`src/rtl/core/ucal_pkg.sv`:
```
// Shared constants, types and month tables for the Unix-time to UTC calendar pipeline.
// Depends on nothing; all rtl/core files but ucal_if and ucal_checker import it.

package ucal_pkg;

    // Register stages from input beat to output beat
    localparam int STAGES = 11;

    typedef logic [STAGES-1:0] t_stage_en;

    // Day split: the lower ten bits of ms/day are zero, leaving an odd divisor
    localparam int              DAY_SHR_BITS = 10;
    localparam logic [16:0]     DAY_ODD      = 17'd84375;
    localparam int              DAY_SHIFT    = 47;
    localparam logic [30:0]     DAY_RECIP    =
        31'(((64'd1 << DAY_SHIFT) + 64'd84374) / 64'd84375);
    // Bias that keeps the shifted count non-negative (a whole number of days)
    localparam int              DAY_BIAS_DAYS_LOG2 = 21;
    localparam logic [38:0]     DAY_BIAS     = 39'(64'd84375 << DAY_BIAS_DAYS_LOG2);

    // Biased day number: day count from 0000-03-01 plus ten whole eras
    localparam int              ERA_BIAS     = 10;
    localparam logic [22:0]     ZB_OFFSET    =
        23'(64'd1460970 + 64'd719468 - (64'd1 << DAY_BIAS_DAYS_LOG2));
    localparam logic [17:0]     DAYS_PER_ERA = 18'd146097;
    localparam int              ERA_SHIFT    = 41;
    localparam logic [23:0]     ERA_RECIP    =
        24'(((64'd1 << ERA_SHIFT) + 64'd146096) / 64'd146097);
    localparam logic [14:0]     YEAR_BIAS    = 15'(ERA_BIAS * 400);

    // Day-of-era to year-of-era
    localparam int              Q4Y_SHIFT    = 29;
    localparam logic [18:0]     Q4Y_RECIP    = 19'(((64'd1 << Q4Y_SHIFT) + 64'd1459) / 64'd1460);
    localparam logic [17:0]     CENT_DAYS    = 18'd36524;
    localparam logic [17:0]     ERA_LAST_DAY = 18'd146096;
    localparam int              YEAR_SHIFT   = 27;
    localparam logic [18:0]     YEAR_RECIP   = 19'(((64'd1 << YEAR_SHIFT) + 64'd364) / 64'd365);

    // Time of day
    localparam int              SEC_SHIFT    = 31;
    localparam logic [24:0]     SEC_RECIP    = 25'(((64'd1 << SEC_SHIFT) + 64'd124) / 64'd125);
    localparam int              MIN_SHIFT    = 23;
    localparam logic [17:0]     MIN_RECIP    = 18'(((64'd1 << MIN_SHIFT) + 64'd59) / 64'd60);
    localparam int              HOUR_SHIFT   = 17;
    localparam logic [11:0]     HOUR_RECIP   = 12'(((64'd1 << HOUR_SHIFT) + 64'd59) / 64'd60);

    // First day-of-year of each month, counted from March
    function automatic logic [8:0] month_start(input logic [3:0] mp);
        logic [8:0] s;
        case (mp)
            4'd0:    s = 9'd0;
            4'd1:    s = 9'd31;
            4'd2:    s = 9'd61;
            4'd3:    s = 9'd92;
            4'd4:    s = 9'd122;
            4'd5:    s = 9'd153;
            4'd6:    s = 9'd184;
            4'd7:    s = 9'd214;
            4'd8:    s = 9'd245;
            4'd9:    s = 9'd275;
            4'd10:   s = 9'd306;
            4'd11:   s = 9'd337;
            default: s = 9'd0;
        endcase
        return s;
    endfunction

    // Month index from March: count the month starts at or below doy
    function automatic logic [3:0] march_month(input logic [8:0] doy);
        logic [3:0] cnt;
        cnt = 4'd0;
        for (int k = 1; k < 12; k++) begin
            if (doy >= month_start(4'(k))) begin
                cnt = cnt + 4'd1;
            end
        end
        return cnt;
    endfunction

endpackage

```
`src/rtl/core/ucal_if.sv`:
```
// Valid/ready channel interfaces: the millisecond timestamp in, the calendar fields out.
// Depends on nothing.

interface ucal_ms_if;
    logic               valid;
    logic               ready;
    logic signed [47:0] unix_ms;

    modport source (output valid, output unix_ms, input ready);
    modport sink   (input valid, input unix_ms, output ready);
endinterface

interface ucal_cal_if;
    logic               valid;
    logic               ready;
    logic signed [13:0] year;
    logic [3:0]         month;
    logic [4:0]         day;
    logic [4:0]         hour;
    logic [5:0]         minute;
    logic [5:0]         second;
    logic [9:0]         millisecond;

    modport source (output valid, output year, output month, output day, output hour,
                    output minute, output second, output millisecond, input ready);
    modport sink   (input valid, input year, input month, input day, input hour,
                    input minute, input second, input millisecond, output ready);
endinterface

```
`src/rtl/core/ucal_pipe_ctl.sv`:
```
// Valid bits and per-stage load enables for the calendar pipeline; bubbles collapse.
// Depends on ucal_pkg.

module ucal_pipe_ctl (
    input  logic                i_clk,
    input  logic                i_rst_n,
    input  logic                i_in_valid,
    input  logic                i_out_ready,
    output logic                o_in_ready,
    output logic                o_out_valid,
    output ucal_pkg::t_stage_en o_en
);
    import ucal_pkg::*;

    logic [STAGES-1:0] r_vld;
    logic [STAGES-1:0] n_vld;
    logic [STAGES-1:0] w_rdy;

    // A stage may load when it is empty or the stage after it loads
    always_comb begin
        w_rdy[STAGES-1] = !r_vld[STAGES-1] || i_out_ready;
        for (int k = STAGES - 2; k >= 0; k--) begin
            w_rdy[k] = !r_vld[k] || w_rdy[k+1];
        end
    end

    // Advance valid bits alongside the data
    always_comb begin
        n_vld[0] = w_rdy[0] ? i_in_valid : r_vld[0];
        for (int k = 1; k < STAGES; k++) begin
            n_vld[k] = w_rdy[k] ? r_vld[k-1] : r_vld[k];
        end
    end

    always_ff @(posedge i_clk) begin
        if (!i_rst_n) begin
            r_vld <= '0;
        end else begin
            r_vld <= n_vld;
        end
    end

    assign o_en        = w_rdy;
    assign o_in_ready  = w_rdy[0];
    assign o_out_valid = r_vld[STAGES-1];

endmodule

```
`src/rtl/core/ucal_day_split.sv`:
```
// Stages 1-5: floor-split of signed milliseconds into a biased day number and ms of day.
// Depends on ucal_pkg. Divides by the odd part of ms/day in 10- and 13-bit quotient steps.

module ucal_day_split (
    input  logic                i_clk,
    input  ucal_pkg::t_stage_en i_en,
    input  logic signed [47:0]  i_unix_ms,
    output logic [22:0]         o_zb,
    output logic [26:0]         o_msd
);
    import ucal_pkg::*;

    // Stage 1: drop the low ten bits, bias to a non-negative count
    logic [38:0] r_u1;
    logic [9:0]  r_lo1;
    logic [38:0] n_u1;

    assign n_u1 = {i_unix_ms[47], i_unix_ms[47:DAY_SHR_BITS]} + DAY_BIAS;

    always_ff @(posedge i_clk) begin
        if (i_en[0]) begin
            r_u1  <= n_u1;
            r_lo1 <= i_unix_ms[DAY_SHR_BITS-1:0];
        end
    end

    // Stage 2: quotient of the upper 26 bits
    logic [56:0] w_p2;
    logic [9:0]  r_q2;
    logic [25:0] r_x2;
    logic [12:0] r_lo2;
    logic [9:0]  r_ms2;

    assign w_p2 = 57'(r_u1[38:13]) * 57'(DAY_RECIP);

    always_ff @(posedge i_clk) begin
        if (i_en[1]) begin
            r_q2  <= w_p2[DAY_SHIFT+9:DAY_SHIFT];
            r_x2  <= r_u1[38:13];
            r_lo2 <= r_u1[12:0];
            r_ms2 <= r_lo1;
        end
    end

    // Stage 3: remainder of the upper part
    logic [26:0] w_r3;
    logic [9:0]  r_q3;
    logic [16:0] r_r3;
    logic [12:0] r_lo3;
    logic [9:0]  r_ms3;

    assign w_r3 = 27'(r_x2) - 27'(r_q2) * 27'(DAY_ODD);

    always_ff @(posedge i_clk) begin
        if (i_en[2]) begin
            r_q3  <= r_q2;
            r_r3  <= w_r3[16:0];
            r_lo3 <= r_lo2;
            r_ms3 <= r_ms2;
        end
    end

    // Stage 4: quotient of remainder joined with the low 13 bits
    logic [29:0] w_x4;
    logic [60:0] w_p4;
    logic [29:0] r_x4;
    logic [9:0]  r_qa4;
    logic [12:0] r_qb4;
    logic [9:0]  r_ms4;

    assign w_x4 = {r_r3, r_lo3};
    assign w_p4 = 61'(w_x4) * 61'(DAY_RECIP);

    always_ff @(posedge i_clk) begin
        if (i_en[3]) begin
            r_x4  <= w_x4;
            r_qa4 <= r_q3;
            r_qb4 <= w_p4[DAY_SHIFT+12:DAY_SHIFT];
            r_ms4 <= r_ms3;
        end
    end

    // Stage 5: final remainder gives ms of day; rebias the day number
    localparam logic [29:0] DAY_OFF_W = 30'(DAY_ODD);

    logic [29:0] w_r5;
    logic [22:0] r_zb5;
    logic [26:0] r_msd5;

    assign w_r5 = r_x4 - 30'(r_qb4) * 30'(DAY_OFF_W);

    always_ff @(posedge i_clk) begin
        if (i_en[4]) begin
            r_zb5  <= {r_qa4, r_qb4} + ZB_OFFSET;
            r_msd5 <= {w_r5[16:0], r_ms4};
        end
    end

    assign o_zb  = r_zb5;
    assign o_msd = r_msd5;

endmodule

```
`src/rtl/core/ucal_civil_date.sv`:
```
// Stages 6-11: biased day number to proleptic Gregorian year, month and day (era method).
// Depends on ucal_pkg for the reciprocals and month tables.

module ucal_civil_date (
    input  logic                i_clk,
    input  ucal_pkg::t_stage_en i_en,
    input  logic [22:0]         i_zb,
    output logic signed [13:0]  o_year,
    output logic [3:0]          o_month,
    output logic [4:0]          o_day
);
    import ucal_pkg::*;

    // Stage 6: era number
    logic [46:0] w_p6;
    logic [4:0]  r_era6;
    logic [22:0] r_z6;

    assign w_p6 = 47'(i_zb) * 47'(ERA_RECIP);

    always_ff @(posedge i_clk) begin
        if (i_en[5]) begin
            r_era6 <= w_p6[ERA_SHIFT+4:ERA_SHIFT];
            r_z6   <= i_zb;
        end
    end

    // Stage 7: day of era
    logic [22:0] w_doe7;
    logic [17:0] r_doe7;
    logic [4:0]  r_era7;

    assign w_doe7 = r_z6 - 23'(r_era6) * 23'(DAYS_PER_ERA);

    always_ff @(posedge i_clk) begin
        if (i_en[6]) begin
            r_doe7 <= w_doe7[17:0];
            r_era7 <= r_era6;
        end
    end

    // Stage 8: strip leap days out of the day of era
    logic [36:0] w_p8;
    logic [2:0]  w_cent8;
    logic        w_last8;
    logic [17:0] r_t8;
    logic [17:0] r_doe8;
    logic [14:0] r_yb8;

    assign w_p8    = 37'(r_doe7) * 37'(Q4Y_RECIP);
    assign w_cent8 = 3'(r_doe7 >= CENT_DAYS) + 3'(r_doe7 >= 18'(2 * CENT_DAYS))
                   + 3'(r_doe7 >= 18'(3 * CENT_DAYS)) + 3'(r_doe7 >= ERA_LAST_DAY);
    assign w_last8 = (r_doe7 == ERA_LAST_DAY);

    always_ff @(posedge i_clk) begin
        if (i_en[7]) begin
            r_t8   <= r_doe7 - 18'(w_p8[Q4Y_SHIFT+6:Q4Y_SHIFT]) + 18'(w_cent8) - 18'(w_last8);
            r_doe8 <= r_doe7;
            r_yb8  <= 15'(r_era7) * 15'd400;
        end
    end

    // Stage 9: year of era
    logic [36:0] w_p9;
    logic [8:0]  r_yoe9;
    logic [17:0] r_doe9;
    logic [14:0] r_yb9;

    assign w_p9 = 37'(r_t8) * 37'(YEAR_RECIP);

    always_ff @(posedge i_clk) begin
        if (i_en[8]) begin
            r_yoe9 <= w_p9[YEAR_SHIFT+8:YEAR_SHIFT];
            r_doe9 <= r_doe8;
            r_yb9  <= r_yb8;
        end
    end

    // Stage 10: day of year from March, and the March-based year
    logic [1:0]  w_c100;
    logic [17:0] w_yd10;
    logic [17:0] w_doy10;
    logic [8:0]  r_doy10;
    logic [14:0] r_ypre10;

    assign w_c100  = 2'(r_yoe9 >= 9'd100) + 2'(r_yoe9 >= 9'd200) + 2'(r_yoe9 >= 9'd300);
    assign w_yd10  = 18'(r_yoe9) * 18'd365 + 18'(r_yoe9[8:2]) - 18'(w_c100);
    assign w_doy10 = r_doe9 - w_yd10;

    always_ff @(posedge i_clk) begin
        if (i_en[9]) begin
            r_doy10  <= w_doy10[8:0];
            r_ypre10 <= 15'(r_yoe9) + r_yb9 - YEAR_BIAS;
        end
    end

    // Stage 11: month and day; January and February belong to the next year
    logic [3:0]  w_mp11;
    logic        w_jf11;
    logic [8:0]  w_dom11;
    logic [14:0] w_year11;
    logic [13:0] r_year11;
    logic [3:0]  r_month11;
    logic [4:0]  r_day11;

    assign w_mp11   = march_month(r_doy10);
    assign w_jf11   = (w_mp11 >= 4'd10);
    assign w_dom11  = r_doy10 - month_start(w_mp11) + 9'd1;
    assign w_year11 = r_ypre10 + 15'(w_jf11);

    always_ff @(posedge i_clk) begin
        if (i_en[10]) begin
            r_year11  <= w_year11[13:0];
            r_month11 <= w_jf11 ? (w_mp11 - 4'd9) : (w_mp11 + 4'd3);
            r_day11   <= w_dom11[4:0];
        end
    end

    assign o_year  = r_year11;
    assign o_month = r_month11;
    assign o_day   = r_day11;

endmodule

```
`src/rtl/core/ucal_time_of_day.sv`:
```
// Stages 6-11: milliseconds of the day to hour, minute, second and millisecond.
// Depends on ucal_pkg for the reciprocal constants.

module ucal_time_of_day (
    input  logic                i_clk,
    input  ucal_pkg::t_stage_en i_en,
    input  logic [26:0]         i_msd,
    output logic [4:0]          o_hour,
    output logic [5:0]          o_minute,
    output logic [5:0]          o_second,
    output logic [9:0]          o_millisecond
);
    import ucal_pkg::*;

    // Stage 6: seconds of the day (divide by 8, then by 125)
    logic [48:0] w_p6;
    logic [16:0] r_stot6;
    logic [9:0]  r_mlo6;

    assign w_p6 = 49'(i_msd[26:3]) * 49'(SEC_RECIP);

    always_ff @(posedge i_clk) begin
        if (i_en[5]) begin
            r_stot6 <= w_p6[SEC_SHIFT+16:SEC_SHIFT];
            r_mlo6  <= i_msd[9:0];
        end
    end

    // Stage 7: millisecond remainder, exact modulo 1024 since it is below 1000
    logic [9:0]  w_ms7;
    logic [9:0]  r_ms7;
    logic [16:0] r_stot7;

    assign w_ms7 = r_mlo6 - 10'(r_stot6 * 17'd1000);

    always_ff @(posedge i_clk) begin
        if (i_en[6]) begin
            r_ms7   <= w_ms7;
            r_stot7 <= r_stot6;
        end
    end

    // Stage 8: minutes of the day
    logic [34:0] w_p8;
    logic [10:0] r_mt8;
    logic [16:0] r_stot8;
    logic [9:0]  r_ms8;

    assign w_p8 = 35'(r_stot7) * 35'(MIN_RECIP);

    always_ff @(posedge i_clk) begin
        if (i_en[7]) begin
            r_mt8   <= w_p8[MIN_SHIFT+10:MIN_SHIFT];
            r_stot8 <= r_stot7;
            r_ms8   <= r_ms7;
        end
    end

    // Stage 9: second of the minute
    logic [5:0]  w_sec9;
    logic [5:0]  r_sec9;
    logic [10:0] r_mt9;
    logic [9:0]  r_ms9;

    assign w_sec9 = r_stot8[5:0] - 6'(r_mt8 * 11'd60);

    always_ff @(posedge i_clk) begin
        if (i_en[8]) begin
            r_sec9 <= w_sec9;
            r_mt9  <= r_mt8;
            r_ms9  <= r_ms8;
        end
    end

    // Stage 10: hour of the day
    logic [22:0] w_p10;
    logic [4:0]  r_hr10;
    logic [10:0] r_mt10;
    logic [5:0]  r_sec10;
    logic [9:0]  r_ms10;

    assign w_p10 = 23'(r_mt9) * 23'(HOUR_RECIP);

    always_ff @(posedge i_clk) begin
        if (i_en[9]) begin
            r_hr10  <= w_p10[HOUR_SHIFT+4:HOUR_SHIFT];
            r_mt10  <= r_mt9;
            r_sec10 <= r_sec9;
            r_ms10  <= r_ms9;
        end
    end

    // Stage 11: minute of the hour, worked modulo 64
    logic [5:0] w_min11;
    logic [4:0] r_hr11;
    logic [5:0] r_min11;
    logic [5:0] r_sec11;
    logic [9:0] r_ms11;

    assign w_min11 = r_mt10[5:0] - 6'(r_hr10) * 6'd60;

    always_ff @(posedge i_clk) begin
        if (i_en[10]) begin
            r_hr11  <= r_hr10;
            r_min11 <= w_min11;
            r_sec11 <= r_sec10;
            r_ms11  <= r_ms10;
        end
    end

    assign o_hour        = r_hr11;
    assign o_minute      = r_min11;
    assign o_second      = r_sec11;
    assign o_millisecond = r_ms11;

endmodule

```
`src/rtl/core/unix_ms_to_utc_calendar_unit.sv`:
```
// Unix milliseconds to UTC calendar fields: 11-stage pipeline, throughput one beat per cycle
// unless the output stalls; each stage holds at most one wide constant multiply per path.
// Stages load independently, so empty stages are filled while the output is stalled.
// Synchronous active-low reset clears only the valid bits; data registers are not reset.
// Depends on ucal_pkg, ucal_if, ucal_pipe_ctl, ucal_day_split, ucal_civil_date,
// ucal_time_of_day.

module unix_ms_to_utc_calendar_unit (
    input  logic        i_clk,
    input  logic        i_rst_n,
    ucal_ms_if.sink     i_ms,
    ucal_cal_if.source  o_cal
);
    import ucal_pkg::*;

    t_stage_en   w_en;
    logic [22:0] w_zb;
    logic [26:0] w_msd;

    // Valid tracking and stage enables
    ucal_pipe_ctl u_ctl (
        .i_clk       (i_clk),
        .i_rst_n     (i_rst_n),
        .i_in_valid  (i_ms.valid),
        .i_out_ready (o_cal.ready),
        .o_in_ready  (i_ms.ready),
        .o_out_valid (o_cal.valid),
        .o_en        (w_en)
    );

    // Day number and time of day
    ucal_day_split u_split (
        .i_clk     (i_clk),
        .i_en      (w_en),
        .i_unix_ms (i_ms.unix_ms),
        .o_zb      (w_zb),
        .o_msd     (w_msd)
    );

    // Calendar date
    ucal_civil_date u_date (
        .i_clk   (i_clk),
        .i_en    (w_en),
        .i_zb    (w_zb),
        .o_year  (o_cal.year),
        .o_month (o_cal.month),
        .o_day   (o_cal.day)
    );

    // Clock time
    ucal_time_of_day u_tod (
        .i_clk         (i_clk),
        .i_en          (w_en),
        .i_msd         (w_msd),
        .o_hour        (o_cal.hour),
        .o_minute      (o_cal.minute),
        .o_second      (o_cal.second),
        .o_millisecond (o_cal.millisecond)
    );

endmodule

```
`src/flat_wrapper.sv`:
```
// flat-port wrapper written by rule: the top's interface ports become plain ports
module unix_ms_to_utc_calendar_unit_flat import ucal_pkg::*;
  (i_clk, i_rst_n, i_ms_valid, i_ms_unix_ms, i_ms_ready, o_cal_valid, o_cal_year, o_cal_month, o_cal_day, o_cal_hour, o_cal_minute, o_cal_second, o_cal_millisecond, o_cal_ready);
  ucal_ms_if i_ms_i ();
  ucal_cal_if o_cal_i ();
  input  logic i_clk;
  input  logic i_rst_n;
  input wire logic [$bits(i_ms_i.valid)-1:0] i_ms_valid;
  input wire logic [$bits(i_ms_i.unix_ms)-1:0] i_ms_unix_ms;
  output wire logic [$bits(i_ms_i.ready)-1:0] i_ms_ready;
  output wire logic [$bits(o_cal_i.valid)-1:0] o_cal_valid;
  output wire logic [$bits(o_cal_i.year)-1:0] o_cal_year;
  output wire logic [$bits(o_cal_i.month)-1:0] o_cal_month;
  output wire logic [$bits(o_cal_i.day)-1:0] o_cal_day;
  output wire logic [$bits(o_cal_i.hour)-1:0] o_cal_hour;
  output wire logic [$bits(o_cal_i.minute)-1:0] o_cal_minute;
  output wire logic [$bits(o_cal_i.second)-1:0] o_cal_second;
  output wire logic [$bits(o_cal_i.millisecond)-1:0] o_cal_millisecond;
  input wire logic [$bits(o_cal_i.ready)-1:0] o_cal_ready;
  assign i_ms_i.valid = i_ms_valid;
  assign i_ms_i.unix_ms = i_ms_unix_ms;
  assign i_ms_ready = i_ms_i.ready;
  assign o_cal_valid = o_cal_i.valid;
  assign o_cal_year = o_cal_i.year;
  assign o_cal_month = o_cal_i.month;
  assign o_cal_day = o_cal_i.day;
  assign o_cal_hour = o_cal_i.hour;
  assign o_cal_minute = o_cal_i.minute;
  assign o_cal_second = o_cal_i.second;
  assign o_cal_millisecond = o_cal_i.millisecond;
  assign o_cal_i.ready = o_cal_ready;
  unix_ms_to_utc_calendar_unit u_core (.i_clk(i_clk), .i_rst_n(i_rst_n), .i_ms(i_ms_i), .o_cal(o_cal_i));
endmodule
```
`config.mk`:
```
export PLATFORM = sky130hd
export DESIGN_NAME = unix_ms_to_utc_calendar_unit_flat
export DESIGN_NICKNAME = d
export VERILOG_FILES = /design/src/rtl/core/ucal_pkg.sv /design/src/rtl/core/ucal_if.sv /design/src/rtl/core/ucal_pipe_ctl.sv /design/src/rtl/core/ucal_day_split.sv /design/src/rtl/core/ucal_civil_date.sv /design/src/rtl/core/ucal_time_of_day.sv /design/src/rtl/core/unix_ms_to_utc_calendar_unit.sv /design/src/flat_wrapper.sv
export SDC_FILE = /design/constraint.sdc
export NUM_CORES = 2
export LEC_CHECK = 0
export ABC_CLOCK_PERIOD_IN_PS = 12650
export BUFFER_PORTS_ARGS = -buffer_cell sky130_fd_sc_hd__buf_2
export CAP_MARGIN = 20
export CORE_MARGIN = 2
export CORE_UTILIZATION = 45
export DETAILED_ROUTE_END_ITERATION = 6
export GPL_TIMING_DRIVEN = 0
export HOLD_SLACK_MARGIN = 0.05
export SYNTH_ARGS = -nofsm -noshare
export SYNTH_HDL_FRONTEND = slang
export SYNTH_SLANG_ARGS = --single-unit
```
`constraint.sdc`:
```
create_clock -name i_clk -period 12.65 [get_ports i_clk]
set_clock_uncertainty 0.1 [all_clocks]
set_input_delay 1.265 -clock i_clk [delete_from_list [all_inputs] [get_ports i_clk]]
set_output_delay 1.265 -clock i_clk [all_outputs]
set_load 0.02 [all_outputs]
```
* Word level (Yosys, flattened, before mapping) *
Memory sizes are Yosys's and may differ from the RTL's.
Index checks and enable logic that the tools add are counted.

storage, ports and cells
  flip-flop bits (word level) = 579
  memory bits (read-only) = 144
  output and inout bits = 52
  logic and storage cells = 167
  memories = 1

memories
  memory            depth  width  rd ports  clocked after memory_dff  wr ports  RTL line        text
  (name not given)  16     9      1         0                         0         ucal_pkg.sv:50  case (mp)

operators by class
  $add $sub $neg = 36
  multiply operators = 16
  $lt $le $gt $ge = 19
  equal/unequal tests = 1
  mux-type cells = 12
  reduce and logical (&&, ||, !) cells = 22

operators by type and width
  operator                count
  $mul 18x16->33 const B  2
  $mul 30x30->59 const B  1
  $mul 26x30->56 const B  1
  $mul 24x24->47 const B  1
  $mul 23x24->46 const B  1
  $ge 9x8->1 const B      5
  $mux 4                  11
  $add 4x1->4 const B     10
  $add 39x38->39 const B  1
  $ge 18x17->1 const B    2
  $ge 9x9->1 const B      4
  $mul 17x18->34 const B  1
  $sub 17x17->17          2
  $ge 9x7->1 const B      3
  $add 23x17->23 const B  1
  $mul 11x12->22 const B  1
  $add 18x3->18           1
  $eq 18x18->1 const B    1
  $ge 18x16->1 const B    1
  $ge 18x18->1 const B    1
  $mul 5x18->18 const B   1
  $sub 18x1->18           1
  $sub 18x18->18          1
  $sub 18x7->18           1
  29 further kinds        51

* Logic depth before layout (Yosys ltp) *
An unclocked memory read counts as a cell.

  word-level depth = 25
  mapped depth = 41
  mapped depth without buffers = 40

* Hierarchy *
Synthesis repeated with hierarchy kept, for this count alone.

second synthesis, totals
  cells, all modules = 8206
  area, all modules = 91935.7 um^2

modules (own cells, without submodules)
  module            instances  cells an instance  area each (um^2)  seq. area each (um^2)
  ucal_day_split    1          3810               42535.8           7477.2
  ucal_civil_date   1          2759               30360.4           4714.5
  ucal_time_of_day  1          1587               18559.0           4864.7
  ucal_pipe_ctl     1          50                 480.5             220.2

* Worst setup path before layout *
No wires, ideal clock.

  kind = register to register
  from = register u_core.u_date.r_doe7[12]
  to = register u_core.u_date.r_t8[17] (data pin)
  setup time = 0.262 ns
  arrival time = 8.946 ns
  required time = 12.288 ns
  slack = 3.342 ns
  stages on the path, launching flop included = 38
  path buffers = 0
  clock period less this slack = 9.308 ns
  cells stage by stage = edfxtp_1 inv_1 fa_1 inv_1 ha_1 inv_1 fa_1 inv_1 fa_1 fa_1 inv_1 fa_1 inv_1 ha_1 a21o_1 a221o_1 a21oi_1 o21ai_0 (+2 left out) or3_1 xor2_1 fa_1 fa_1 inv_1 fa_1 a21o_1 a21oi_1 o21ai_0 a21oi_1 o21ai_0 a211oi_1 o21a_1 o41ai_1 a221oi_1 o21bai_1 a21oi_1 xor2_1

between the ends
  cells in the longest elaborated chain, start to end = 6

ends and longest elaborated chain
  what                                                    RTL line               text
  start: declaration                                      ucal_civil_date.sv:30  logic [17:0] r_doe7;
  start signal: assignment                                ucal_civil_date.sv:37  r_doe7 <= w_doe7[17:0];
  branches (longest 5 deep; another with $mul 18x16->33)  n/a
  $sub 18x1->18 *                                         ucal_civil_date.sv:57  r_t8 <= r_doe7 - 18'(w_p8[Q4Y_SHIFT+6:Q4Y_SHIFT]) + 18'(w_cent8) - 18'(w_last8);
  end signal: assignment                                  ucal_civil_date.sv:57
  end: declaration                                        ucal_civil_date.sv:46  logic [17:0] r_t8;

Every way passes the cells marked *.
A chain may end at the register's enable or synchronous reset.

* Worst setup path in the final report *
Same ends and word-level chain as after synthesis.

==> results.tsv <==
stage	metric	value	unit
outcome	status	completed	
cells_and_area	final core area utilization	48.5	%
cts	worst-skew pair later-pin latency	0.71	ns
global_route	All-Layer GR Usage	19.8	%
timing	setup_tns	0	ns
setup_path	R2R setup slack	1.36	ns
setup_path	crit path from	u_core.u_date.r_doe7[12]	
route	DRT Pass-1 Iters	7	
floorplan	total core area	0.201	mm^2
route	WL/cell	17.4	um
floorplan	Starting Density	45.2	%
place	PortBufs	103	
route	Routed WL	191	mm
place	gpl congestion	0.918	
route	Final ANT Viol Nets	0	
job	max cap viols	0	
cts	CTS buffer count	74	
route	Via Count	53400	
synth	Yosys cell types	82	
setup_path	Worst Path Required	13.06	ns
cts	clock-pin slew on the worst setup and hold paths	0.06	ns
cells_and_area	synth-to-layout area growth	7.31	%
synth	number of flops mapped to enable cells by yosys	568	
cells_and_area	FF+latch area	0.0173	mm^2
setup_path	worst-path maximum fanout	9	
setup_path	Arrival @ worst endpoint	11.69	ns
timing	final hold violation count	0	
synth	ys flop type	edfxtp_1	
cts	CTS Hold Bufs	0	
cts	root buffer cell	clkbuf_16	
cells_and_area	fraction of layout cells with a size suffix above 1	3.74	%
worst_hold_path	worst hold path type	flip-flop to flip-flop	
setup_path	CP max-delay cell	edfxtp_1	
synth	synthesized flop and latch total	579	
synth	Yosys warning count	0	
timing	worst slew pin tran	0.971	ns
timing	fmax	88.6	MHz
global_route	antenna violations before repair	3	
timing	Tmin final	11.29	ns
global_route	first-pass GRT wire length	321	mm
timing	Final Max Tran Viols	0	
floorplan	Total Die Area	0.206	mm^2
synth	synthesized area	0.0910	mm^2
global_route	grt total ovfl	0	
synth	FFs w/ async S/R, synth	0	%
global_route	via count of the first global-routing pass	60100	
floorplan	Die X	454	um
cells_and_area	commonest cells after routing, fill and taps aside	inv_1 (2,546), ha_1 (1,940), fa_1 (1,514)	
timing	Slew headroom	35.3	%
cells_and_area	NumNets Final	11700	
setup_path	Worst setup EP type	flip-flop	
floorplan	row cnt	165	
setup_path	Critical Path Source Type	flip-flop	
cts	TritonCTS clock tree	yes	
place	half-perimeter wire length after placement	166	mm
cells_and_area	area occupied by multi-input gates	0.0641	mm^2
route	Vias/cell	4.87	
floorplan	Top Ports	104	
route	drc violations	0	
route	Initial DRC Count	2334	
timing	hold slack	0.307	ns
timing	number of setup violations in the final report	0	
setup_path	WS Path Type	flip-flop to flip-flop	
worst_hold_path	Hold Startpoint	u_core.u_split.r_u1[3]	
worst_hold_path	hold path depth	0	
cts	clk buf depth	3	
global_route	largest net degree at the start of global routing	63	
synth	syn nets	11500	
timing	RSZ-0062 raised after global routing	no	
cts	post-CTS sizing	0	
synth	Avg Inst Size Synth	11.3	um^2
worst_hold_path	WHS Endpoint	u_core.u_split.r_lo2[3]	
cts	H-tree depth	3	
synth	cells after synthesis	8032	
timing	fin crit share	89.2	%
synth	sequential-to-total area share from yosys stat	19.0	%
setup_path	R2R Path End	u_core.u_date.r_t8[17]	
cts	CTS sink cnt	579	
setup_path	FF-to-FF Start	u_core.u_date.r_doe7[12]	
cells_and_area	commonest non-fill, non-tap cell in the layout	inv_1	
cts	post-CTS setup-driven buffer insertion count	0	
floorplan	Die Height	454	um
cells_and_area	Fillers	18300	
setup_path	r2r worst-path depth	36	
setup_path	crit-path most repeated cell	fa_1	
setup_path	Crit path largest cell delay	0.77	ns
==> through the flow <==
stage / cell area, um^2 / setup slack (ns) / cells
6_report: 97600 / 1.36 / 11000
5_1_grt: 97600 / 0.746 / 11000
4_1_cts: 97600 / 1.36 / 11000
3_5_place_dp: 95100 / 1.37 / 10800
3_3_place_gp: 94800 / 1.48 / 10800
2_1_floorplan: 91000 / 3.34 / 8032
==> how the worst max path moves through the flow <==
stage	end	slack, ns	cells after the start
floorplan	u_core.u_date.r_t8[17]	3.34	37
global placement	u_core.u_date.r_t8[17]	1.48	36
detailed placement	u_core.u_date.r_t8[17]	1.37	36
CTS	u_core.u_date.r_t8[17]	1.36	36
global route	u_core.u_date.r_t8[17]	0.75	36
finish	u_core.u_date.r_t8[17]	1.36	36
==> worst max-delay path: cells and delay by family, from the launching register on <==
| family | cells | cell delay, ns |
|---|---|---|
| xor gates and xnor gates | 2 | 0.59 |
| adders and majority gates | 10 | 4.68 |
| DFF | 1 | 0.77 |
| buffers and inverters | 7 | 0.73 |
| and+or+nand+nor | 4 | 1.18 |
| AOI/OAI and AO/OA | 13 | 3.06 |
==> registers in the layout (all words and copies together), names as in the netlist, 14 cells and up <==
name                    cells
u_core.u_split.o_msd       27
u_core.u_split.r_x4        17
u_core.u_date.o_year       14
u_core.u_split.r_r3        17
u_core.u_split.r_u1        39
u_core.u_split.o_zb        23
u_core.u_split.r_x2        17
u_core.u_date.r_z6         18
u_core.u_tod.r_stot6       17
u_core.u_date.r_ypre10     14
u_core.u_date.r_doe7       18
u_core.u_date.r_t8         18
u_core.u_tod.r_stot7       17
==> cell usage after synthesis (5+ instances only) <==
library cell  count  area, um^2
inv_1          2552        9580
ha_1           1940       24300
fa_1           1514       30300
edfxtp_1        568       17100
xnor2_1         223        1950
a21oi_1         177         886
a21o_1          127         953
nor2_1          125         469
nand2_1         113         424
o21ai_0         105         526
xor2_1           76         666
nand3_1          47         235
nor2b_1          44         275
and3_1           36         225
nand4_1          32         200
o21a_1           32         240
nor3_1           29         145
nand2b_1         27         169
o21bai_1         24         180
a31oi_1          17         106
or2_2            14        87.6
and2_1           13        81.3
a211oi_1         12        90.1
dfxtp_1          11         220
a2111oi_0         9        78.8
a211o_1           9        78.8
a21boi_0          9        67.6
a31o_2            9        78.8
o211ai_1          9        67.6
a221oi_1          8        70.1
o2111ai_1         6        52.6
or3_1             6        37.5
a221o_1           5        50.1
mux2_2            5        56.3
mux2i_1           5        50.1
o31ai_1           5        37.5
==> logic make-up (layout without fill, tap and decap cells) <==
family / Yosys count / in the layout / synth area share, %
flip-flops: 579 / 579 / 19.0
AND/OR/NAND/NOR: 504 / 504 / 2.79
XOR/XNOR: 306 / 306 / 3.04
adder cells (fa/ha/maj): 3454 / 3454 / 60.0
AO/OA/AOI/OAI: 616 / 616 / 4.47
buffers and inverters: 2563 / 2815 / 10.6
multiplexers: 10 / 10 / 0.117
other: 0 / 1 / 0
==> layout make-up <==
type                       instances  area share (%)
antenna                            1         0.00256
clock inverter                    52           0.638
multi-input combinational       4890            65.6
sequential                       579            17.7
clock buffer                      84            1.96
inverter                        2553            9.82
buffer                            10          0.0590
timing repair buffer             116           0.772
tap                             2672            3.42
==> per-layer routing <==
metal / global-route usage (%) / wire, um / up-vias
met5: 0 / 0 / -
met4: 4.00 / 3590 / 0
met3: 2.38 / 7420 / 198
met1: 27.0 / 86900 / 27000
li1: - / - / 25500
met2: 34.0 / 93200 / 775
Power is not shown: default switching activity piles up to over one toggle a cycle in this logic, so the estimate is an artifact.
